--- src/rtl/crc8fr_pkg.sv ---
// crc8fr_pkg: shared constants, types and the crc-8 byte update for the frame receiver
// used by crc8fr_ctrl, crc8fr_dp and crc8_frame_receiver_top; no dependencies

package crc8fr_pkg;

  localparam int MaxPayload = 60;
  localparam int AddrW      = $clog2(MaxPayload + 1);

  localparam logic [7:0] HDR1_BYTE = 8'hAA;
  localparam logic [7:0] HDR2_BYTE = 8'h55;
  localparam logic [7:0] TL1_BYTE  = 8'h0D;
  localparam logic [7:0] TL2_BYTE  = 8'h0A;
  localparam logic [7:0] CRC_POLY  = 8'h07;
  localparam logic [7:0] CRC_MSB   = 8'h80;
  localparam logic [7:0] MAX_LEN   = 8'(MaxPayload);

  typedef enum logic [1:0] {
    EV_DATA    = 2'd0,
    EV_EMPTY   = 2'd1,
    EV_LEN_ERR = 2'd2,
    EV_CRC_ERR = 2'd3
  } event_kind_t;

  // controller -> datapath
  typedef struct packed {
    logic start;        // first header byte seen: clear crc and count
    logic take_len;
    logic take_cmd;
    logic take_data;
    logic clear_count;  // second tail byte transfer
    logic emit_len_err;
    logic emit_crc_err;
    logic emit_empty;
    logic rd_first;     // read payload entry 0
    logic emit_load;    // move buffered byte to output, read next
  } dp_cmd_t;

  // datapath -> controller
  typedef struct packed {
    logic hdr1_match;
    logic hdr2_match;
    logic len_ok;
    logic len_zero;
    logic data_done;
    logic crc_match;
    logic tl1_match;
    logic tl2_match;
    logic out_free;
    logic emit_last;
  } dp_status_t;

  // msb-first crc-8 update of one byte, no final xor
  function automatic logic [7:0] crc8_byte(input logic [7:0] acc, input logic [7:0] b);
    logic [7:0] v;
    v = acc ^ b;
    for (int k = 0; k < 8; k++) begin
      if ((v & CRC_MSB) != 8'h00) begin
        v = (v << 1) ^ CRC_POLY;
      end else begin
        v = v << 1;
      end
    end
    return v;
  endfunction

endpackage

--- src/rtl/crc8fr_ctrl.sv ---
// crc8fr_ctrl: frame hunt and payload burst state machine
// depends on crc8fr_pkg; drives the datapath crc8fr_dp through dp_cmd_t

module crc8fr_ctrl (
  input  logic                  clk,
  input  logic                  rst_n,
  input  logic                  in_valid,
  output logic                  in_ready,
  input  crc8fr_pkg::dp_status_t st,
  output crc8fr_pkg::dp_cmd_t    cmd
);

  typedef enum logic [9:0] {
    ST_HDR1  = 10'b0000000001,
    ST_HDR2  = 10'b0000000010,
    ST_LEN   = 10'b0000000100,
    ST_CMD   = 10'b0000001000,
    ST_DATA  = 10'b0000010000,
    ST_CRC   = 10'b0000100000,
    ST_TL1   = 10'b0001000000,
    ST_TL2   = 10'b0010000000,
    ST_PRIME = 10'b0100000000,
    ST_EMIT  = 10'b1000000000
  } state_t;

  state_t state_r, state_nxt;
  logic   parsing;
  logic   acc;

  assign parsing  = (state_r != ST_PRIME) && (state_r != ST_EMIT);
  assign in_ready = parsing && st.out_free;
  assign acc      = in_valid && in_ready;

  always_comb begin
    state_nxt = state_r;
    cmd       = '0;
    case (state_r)
      ST_HDR1: begin
        if (acc && st.hdr1_match) begin
          cmd.start = 1'b1;
          state_nxt = ST_HDR2;
        end
      end
      ST_HDR2: begin
        if (acc) begin
          state_nxt = st.hdr2_match ? ST_LEN : ST_HDR1;
        end
      end
      ST_LEN: begin
        if (acc) begin
          cmd.take_len = 1'b1;
          if (st.len_ok) begin
            state_nxt = ST_CMD;
          end else begin
            cmd.emit_len_err = 1'b1;
            state_nxt        = ST_HDR1;
          end
        end
      end
      ST_CMD: begin
        if (acc) begin
          cmd.take_cmd = 1'b1;
          state_nxt    = st.len_zero ? ST_CRC : ST_DATA;
        end
      end
      ST_DATA: begin
        if (acc) begin
          cmd.take_data = 1'b1;
          if (st.data_done) begin
            state_nxt = ST_CRC;
          end
        end
      end
      ST_CRC: begin
        if (acc) begin
          if (st.crc_match) begin
            state_nxt = ST_TL1;
          end else begin
            cmd.emit_crc_err = 1'b1;
            state_nxt        = ST_HDR1;
          end
        end
      end
      ST_TL1: begin
        if (acc) begin
          state_nxt = st.tl1_match ? ST_TL2 : ST_HDR1;
        end
      end
      ST_TL2: begin
        if (acc) begin
          cmd.clear_count = 1'b1;
          state_nxt       = ST_HDR1;
          if (st.tl2_match) begin
            if (st.len_zero) begin
              cmd.emit_empty = 1'b1;
            end else begin
              state_nxt = ST_PRIME;
            end
          end
        end
      end
      ST_PRIME: begin
        cmd.rd_first = 1'b1;
        state_nxt    = ST_EMIT;
      end
      ST_EMIT: begin
        if (st.out_free) begin
          cmd.emit_load = 1'b1;
          if (st.emit_last) begin
            state_nxt = ST_HDR1;
          end
        end
      end
      default: begin
        state_nxt = ST_HDR1;
      end
    endcase
  end

  always_ff @(posedge clk) begin
    if (!rst_n) begin
      state_r <= ST_HDR1;
    end else begin
      state_r <= state_nxt;
    end
  end

endmodule

--- src/rtl/crc8fr_dp.sv ---
// crc8fr_dp: frame fields, running crc, payload buffer and result register
// depends on crc8fr_pkg; commanded by crc8fr_ctrl

module crc8fr_dp (
  input  logic                   clk,
  input  logic                   rst_n,
  input  logic [7:0]             rx_byte,
  input  crc8fr_pkg::dp_cmd_t     cmd,
  output crc8fr_pkg::dp_status_t  st,
  output logic                   out_valid,
  input  logic                   out_ready,
  output logic [1:0]             out_event_kind,
  output logic [7:0]             out_command_code,
  output logic [7:0]             out_payload_byte,
  output logic [7:0]             out_payload_length,
  output logic                   out_last_of_frame
);

  localparam int AW = crc8fr_pkg::AddrW;

  logic [7:0]    frame_length_r;
  logic [7:0]    frame_command_r;
  logic [7:0]    crc_r;
  logic [AW-1:0] bytes_seen_r;
  logic [AW-1:0] rd_idx_r;
  logic [7:0]    rd_data_r;
  logic [7:0]    mem [crc8fr_pkg::MaxPayload];

  logic          out_valid_r;
  logic [1:0]    kind_r;
  logic [7:0]    cmd_code_r;
  logic [7:0]    pbyte_r;
  logic [7:0]    plen_r;
  logic          last_r;

  logic [7:0]    crc_in;
  logic [7:0]    crc_nxt;
  logic [7:0]    seen_inc;
  logic          emit_any;

  assign crc_in   = cmd.take_len ? 8'h00 : crc_r;
  assign crc_nxt  = crc8fr_pkg::crc8_byte(crc_in, rx_byte);
  assign seen_inc = 8'(bytes_seen_r) + 8'd1;

  assign st.hdr1_match = (rx_byte == crc8fr_pkg::HDR1_BYTE);
  assign st.hdr2_match = (rx_byte == crc8fr_pkg::HDR2_BYTE);
  assign st.len_ok     = (rx_byte <= crc8fr_pkg::MAX_LEN);
  assign st.len_zero   = (frame_length_r == 8'h00);
  assign st.data_done  = (seen_inc >= frame_length_r);
  assign st.crc_match  = (rx_byte == crc_r);
  assign st.tl1_match  = (rx_byte == crc8fr_pkg::TL1_BYTE);
  assign st.tl2_match  = (rx_byte == crc8fr_pkg::TL2_BYTE);
  assign st.out_free   = !out_valid_r || out_ready;
  assign st.emit_last  = (8'(rd_idx_r) == frame_length_r);

  assign emit_any = cmd.emit_len_err || cmd.emit_crc_err || cmd.emit_empty || cmd.emit_load;

  always_ff @(posedge clk) begin
    if (!rst_n) begin
      frame_length_r  <= 8'h00;
      frame_command_r <= 8'h00;
      crc_r           <= 8'h00;
      bytes_seen_r    <= '0;
      rd_idx_r        <= '0;
      out_valid_r     <= 1'b0;
    end else begin
      if (cmd.start) begin
        crc_r        <= 8'h00;
        bytes_seen_r <= '0;
      end
      if (cmd.take_len) begin
        frame_length_r <= rx_byte;
      end
      if (cmd.take_cmd) begin
        frame_command_r <= rx_byte;
      end
      if (cmd.take_len || cmd.take_cmd || cmd.take_data) begin
        crc_r <= crc_nxt;
      end
      if (cmd.take_data) begin
        bytes_seen_r <= AW'(seen_inc);
      end
      if (cmd.clear_count) begin
        bytes_seen_r <= '0;
      end
      if (cmd.rd_first) begin
        rd_idx_r <= AW'(1);
      end else if (cmd.emit_load) begin
        rd_idx_r <= rd_idx_r + AW'(1);
      end
      if (emit_any) begin
        out_valid_r <= 1'b1;
      end else if (out_ready) begin
        out_valid_r <= 1'b0;
      end
    end
  end

  // payload buffer, read data registered
  always_ff @(posedge clk) begin
    if (cmd.take_data && (bytes_seen_r < AW'(crc8fr_pkg::MaxPayload))) begin
      mem[bytes_seen_r] <= rx_byte;
    end
    if (cmd.rd_first) begin
      rd_data_r <= mem[0];
    end else if (cmd.emit_load && (8'(rd_idx_r) < frame_length_r)) begin
      rd_data_r <= mem[rd_idx_r];
    end
  end

  // result register
  always_ff @(posedge clk) begin
    if (cmd.emit_len_err) begin
      kind_r     <= crc8fr_pkg::EV_LEN_ERR;
      cmd_code_r <= 8'h00;
      pbyte_r    <= rx_byte;
      plen_r     <= rx_byte;
      last_r     <= 1'b1;
    end else if (cmd.emit_crc_err) begin
      kind_r     <= crc8fr_pkg::EV_CRC_ERR;
      cmd_code_r <= frame_command_r;
      pbyte_r    <= rx_byte;
      plen_r     <= frame_length_r;
      last_r     <= 1'b1;
    end else if (cmd.emit_empty) begin
      kind_r     <= crc8fr_pkg::EV_EMPTY;
      cmd_code_r <= frame_command_r;
      pbyte_r    <= 8'h00;
      plen_r     <= 8'h00;
      last_r     <= 1'b1;
    end else if (cmd.emit_load) begin
      kind_r     <= crc8fr_pkg::EV_DATA;
      cmd_code_r <= frame_command_r;
      pbyte_r    <= rd_data_r;
      plen_r     <= frame_length_r;
      last_r     <= st.emit_last;
    end
  end

  assign out_valid          = out_valid_r;
  assign out_event_kind     = kind_r;
  assign out_command_code   = cmd_code_r;
  assign out_payload_byte   = pbyte_r;
  assign out_payload_length = plen_r;
  assign out_last_of_frame  = last_r;

endmodule

--- src/rtl/crc8_frame_receiver_top.sv ---
// crc8_frame_receiver_top: byte-stream deframer with crc-8 check, top level
// depends on crc8fr_pkg, crc8fr_ctrl and crc8fr_dp

// Takes one received byte per transfer and hunts for frames AA 55 LEN CMD PAYLOAD CRC 0D 0A,
// crc-8 poly 0x07, init 0, over LEN, CMD and payload. While parsing, a byte is taken every
// cycle as long as the result register is free or being drained. After a good tail a frame of
// N payload bytes is sent as N results: a prime state reads the first payload buffer entry, then
// the emit state gives one result per cycle while the result register is free or being drained;
// no byte is taken during that burst. Empty frames, length errors and crc errors give one result
// on the byte's own transfer. A result that is not taken holds off the next byte.

module crc8_frame_receiver_top (
  input  logic       clk,
  input  logic       rst_n,
  input  logic       in_valid,
  output logic       in_ready,
  input  logic [7:0] in_rx_byte,
  output logic       out_valid,
  input  logic       out_ready,
  output logic [1:0] out_event_kind,
  output logic [7:0] out_command_code,
  output logic [7:0] out_payload_byte,
  output logic [7:0] out_payload_length,
  output logic       out_last_of_frame
);

  crc8fr_pkg::dp_cmd_t    cmd;
  crc8fr_pkg::dp_status_t st;

  crc8fr_ctrl u_ctrl (
    .clk      (clk),
    .rst_n    (rst_n),
    .in_valid (in_valid),
    .in_ready (in_ready),
    .st       (st),
    .cmd      (cmd)
  );

  crc8fr_dp u_dp (
    .clk                (clk),
    .rst_n              (rst_n),
    .rx_byte            (in_rx_byte),
    .cmd                (cmd),
    .st                 (st),
    .out_valid          (out_valid),
    .out_ready          (out_ready),
    .out_event_kind     (out_event_kind),
    .out_command_code   (out_command_code),
    .out_payload_byte   (out_payload_byte),
    .out_payload_length (out_payload_length),
    .out_last_of_frame  (out_last_of_frame)
  );

endmodule
--- config.mk ---
export PLATFORM = sky130hd
export DESIGN_NAME = crc8_frame_receiver_top
export DESIGN_NICKNAME = d
export VERILOG_FILES = /design/src/rtl/crc8fr_pkg.sv /design/src/rtl/crc8fr_ctrl.sv /design/src/rtl/crc8fr_dp.sv /design/src/rtl/crc8_frame_receiver_top.sv
export SDC_FILE = /design/constraint.sdc
export NUM_CORES = 1
export LEC_CHECK = 0
export BUFFER_PORTS_ARGS = -buffer_cell sky130_fd_sc_hd__buf_4
export CAP_MARGIN = 20
export CORE_MARGIN = 1.5
export CORE_UTILIZATION = 56
export CTS_CLUSTER_SIZE = 25
export DETAILED_ROUTE_END_ITERATION = 10
export PLACE_DENSITY = 0.83
export SLEW_MARGIN = 20
export SYNTH_ARGS = -nofsm -noshare
export SYNTH_HDL_FRONTEND = slang
export SYNTH_SLANG_ARGS = --single-unit
--- constraint.sdc ---
create_clock -name clk -period 3.71 [get_ports clk]
set_clock_uncertainty 0.05 [all_clocks]
set_input_delay 1.113 -clock clk [delete_from_list [all_inputs] [get_ports clk]]
set_output_delay 1.113 -clock clk [all_outputs]
set_load 0.01 [all_outputs]
==> impl_metrics.csv <==
group,metric,value,unit
outcome,outcome,"finished, final reports clean",
timing,timing.setup.tns,0,ns
worst_setup_path,rrSetupSlack,0.54,ns
timing,slew_headroom,0.3794,
cells_and_area,syn2layout_area_growth,13.73,%
drt,wirelength,55720,um
worst_setup_path,critical_path.endpoint,"in_ready",
synthesis,yosysTopAreaCellShare,0.6550,
power_and_ir_drop,p_seq_frac,0.531,
power_and_ir_drop,pwr-share-clk,0.416,
clock_network,cts.clk_slew.worst_paths,0.06,ns
clock_network,cts_resized,0,
run,drv_cap,0,
global_route,grt_max_degree,65,
synthesis,avgSynthCellArea,17.15,um2
clock_network,cts_setup_buffers,0,
clock_network,clk_path_buf_depth,3,
drt,dr.pass1.iters,7,
worst_setup_path,cp_max_fo,10,
global_route,grt_pass1_wl,83060,um
synthesis,ys_seq_elements,562,
power_and_ir_drop,max-vdd-ir-drop,417.3,uV
timing,hold_viol,0,
cells_and_area,nFillCells,2685,
timing,period_needed,3.432,ns
clock_network,cts_tree,"built",
floorplan,io_pins,41,
floorplan,fp.dieH,206.1,um
cells_and_area,n_antenna_cell,0,
clock_network,numClockSinks,562,
timing,slew_viol_final,0,
synthesis,yosysTopAreaCell,"edfxtp_1",
place,gp_congestion,0.9324,
worst_setup_path,r2r_end,"u_dp.rd_data_r[4]",
synthesis,synth_edf_count,504,
power_and_ir_drop,switching_power,2.813,mW
synthesis,synth_cell_types,57,
worst_setup_path,critPathCaptureType,"primary output",
synthesis,dominantRegCellSynth,"edfxtp_1",
cells_and_area,drive_gt1_frac,0.2420,
synthesis,synth_area,23110,um2
timing,worstMarginPinSlew,0.9224,ns
worst_setup_path,critPathKind,"flip-flop to primary output",
clock_network,htree_levels,2,
floorplan,rows,74,
cells_and_area,nets,1486,
timing,final.period_utilization,0.9251,
floorplan,start_util,0.5672,
synthesis,synthTopCellsByArea,"edfxtp_1 66%, mux4_2 13%, dfxtp_1 5.0%",
synthesis,async_flop_share,0,
cells_and_area,finalInstanceArea,26280,um2
global_route,track_usage,0.2712,
drt,wire_per_inst,27.42,um
clock_network,clock_latency,0.61,ns
synthesis,seq_area_frac_synth,0.7053,
power_and_ir_drop,comb_power_share,0.053,
place,place_area,24520,um2
drt,drcViolationCount,0,
clock_network,hold_buffers,0,
floorplan,dieArea,42490,um2
power_and_ir_drop,p_int,10.31,mW
timing,rsz0062_at_grt,"false",
clock_network,cts_root_buf,"clkbuf_16",
worst_setup_path,r2r_cells,7,
global_route,antenna_found_initial,0,
place,port_buffers,40,
power_and_ir_drop,power_leakage,8.250,nW
floorplan,coreArea,40740,um2
synthesis,synth_cells,1347,
drt,via_per_inst,6.517,
synthesis,yosysWarningCount,0,
worst_setup_path,critPathLaunch,"u_ctrl.state_r[1]",
timing,max_freq,0.2914,GHz
drt,drt_iter0_drc,1503,
worst_setup_path,rr_startpoint,"u_dp.rd_idx_r[0]",
power_and_ir_drop,power_density,499.2,nW/um2
drt,antenna_left,0,
power_and_ir_drop,swShare,0.2144,
drt,num_vias,13240,
worst_setup_path,crit_path_start_kind,"flip-flop",
clock_network,cts_buffers,53,
timing,setup_violations,0,
worst_setup_path,arrival,2.27,ns
floorplan,die_x,206.1,um
global_route,grt_overflow,0,
min_path,hp-class,"flip-flop to flip-flop",
global_route,grt_pass1_vias,13080,
synthesis,syn_nets,1374,
worst_setup_path,cp.required,2.55,ns
place,place_hpwl,34540,um
==> cells in the final DEF (no fill, tap or decap), drive strengths merged, types with 13 or more instances in the layout <==
master | netlist | routed
inv | 13 | 17
nand2 | 105 | 105
o21ai | 49 | 49
xnor2 | 36 | 36
nor3 | 20 | 20
nand3 | 19 | 19
mux4 | 136 | 136
a21oi | 48 | 48
xor2 | 13 | 13
dfxtp | 58 | 58
clkinv | 0 | 14
buf | 25 | 140
ha | 15 | 15
clkbuf | 58 | 73
nor2 | 83 | 83
mux2i | 35 | 35
edfxtp | 504 | 504
==> stage by stage <==
stage	instances	total power, mW	util	setup slack (ns)	hold slack (ns)
2_1_floorplan	1347	7.493	-	0.1609	0.3749
3_3_place_gp	1936	7.772	0.6019	0.3215	0.3898
3_5_place_dp	1936	7.778	0.6019	0.2913	0.3927
4_1_cts	2032	13.15	0.6449	0.2970	0.4044
5_1_grt	2032	13.44	0.6451	0.1468	0.4155
6_report	2032	13.12	0.6451	0.2778	0.4046
==> synthesized netlist by cell type (all sizes together), types with 4 or more instances <==
| master | n |
|---|---|
| or4 | 6 |
| mux2i | 35 |
| xor2 | 13 |
| nor4 | 8 |
| or2 | 4 |
| a22o | 10 |
| inv | 13 |
| o22ai | 8 |
| nor2 | 83 |
| nand2 | 105 |
| nor3 | 20 |
| nor2b | 6 |
| o32ai | 6 |
| o21a | 10 |
| o21ai | 49 |
| clkbuf | 58 |
| dfxtp | 58 |
| ha | 15 |
| a21o | 6 |
| a31oi | 5 |
| xnor2 | 36 |
| nand2b | 10 |
| and3 | 6 |
| edfxtp | 504 |
| nand3 | 19 |
| buf | 25 |
| mux4 | 136 |
| nand4 | 10 |
| nor4b | 5 |
| a21oi | 48 |
==> sequential cells by signal, indices dropped and copies added, names as in the netlist <==
signal / count
u_ctrl.state_r: 10
u_dp.bytes_seen_r: 6
u_dp.crc_r: 8
u_dp.frame_command_r: 8
u_dp.frame_length_r: 8
u_dp.mem: 480
u_dp.out_command_code: 8
u_dp.out_event_kind: 2
u_dp.out_last_of_frame: 1
u_dp.out_payload_byte: 8
u_dp.out_payload_length: 8
u_dp.out_valid: 1
u_dp.rd_data_r: 8
u_dp.rd_idx_r: 6
==> logic make-up (layout without fill, tap and decap cells) <==
logic type                 count (synthesis)  count (layout)  synth area share
and+or+nand+nor                          300             300           0.06211
AOI/OAI and AO/OA                        153             153           0.04045
buffers and inverters                     96             249           0.01727
muxes                                    172             172            0.1482
DFF                                      562             562            0.7053
adders and majority gates                 15              15          0.008123
xor gates and xnor gates                  49              49           0.01857
==> cell type report <==
class	count	area (um2)	share of cell area
sequential	562	16310	0.6205
multi-input combinational	689	6419	0.2443
clock inverter	23	266.5	0.01014
timing repair buffer	140	1089	0.04142
tap	532	665.6	0.02533
inverter	13	48.80	0.001857
clock buffer	73	1485	0.05652
==> metal layers <==
layer  vias to the layer above  GRT usage  part of all wire  wire [um]
met5                         -          0                 0          0
met4                         0     0.1100             0.038       2126
met3                       127    0.04667              0.10       5824
met2                       915     0.4264              0.48      26610
met1                      6648     0.3813              0.38      21160
li1                       5553          -                 -          -
==> worst max-delay path: stages (launching register included) <==
cell     delay, ns
dfxtp_1       0.39
nor4_2        0.59
nand2_1       0.29
o21a_1        0.26
buf_4         0.14
==> how the worst min path moves through the flow <==
stage | startpoint | to | cells after the start
2_1_floorplan | u_dp.frame_command_r[0] | u_dp.out_command_code[0] | 2
4_1_cts | u_dp.frame_command_r[0] | u_dp.frame_command_r[0] | 2
5_1_grt | u_dp.frame_command_r[5] | u_dp.frame_command_r[5] | 2
3_5_place_dp | u_dp.frame_command_r[5] | u_dp.out_command_code[5] | 2
6_report | u_dp.frame_command_r[1] | u_dp.frame_command_r[1] | 2
3_3_place_gp | u_dp.frame_command_r[4] | u_dp.out_command_code[4] | 2
==> power by group through the flow <==
stage                     Clock (mW)  Combinational, mW  Sequential, mW
after floorplan                    0              0.399            7.09
after global placement             0              0.672            7.10
after detailed placement           0              0.677            7.10
after CTS                       5.51              0.681            6.96
after global routing            5.72              0.750            6.97
final                           5.45              0.697            6.97
Power figures use the tool's default switching activity.
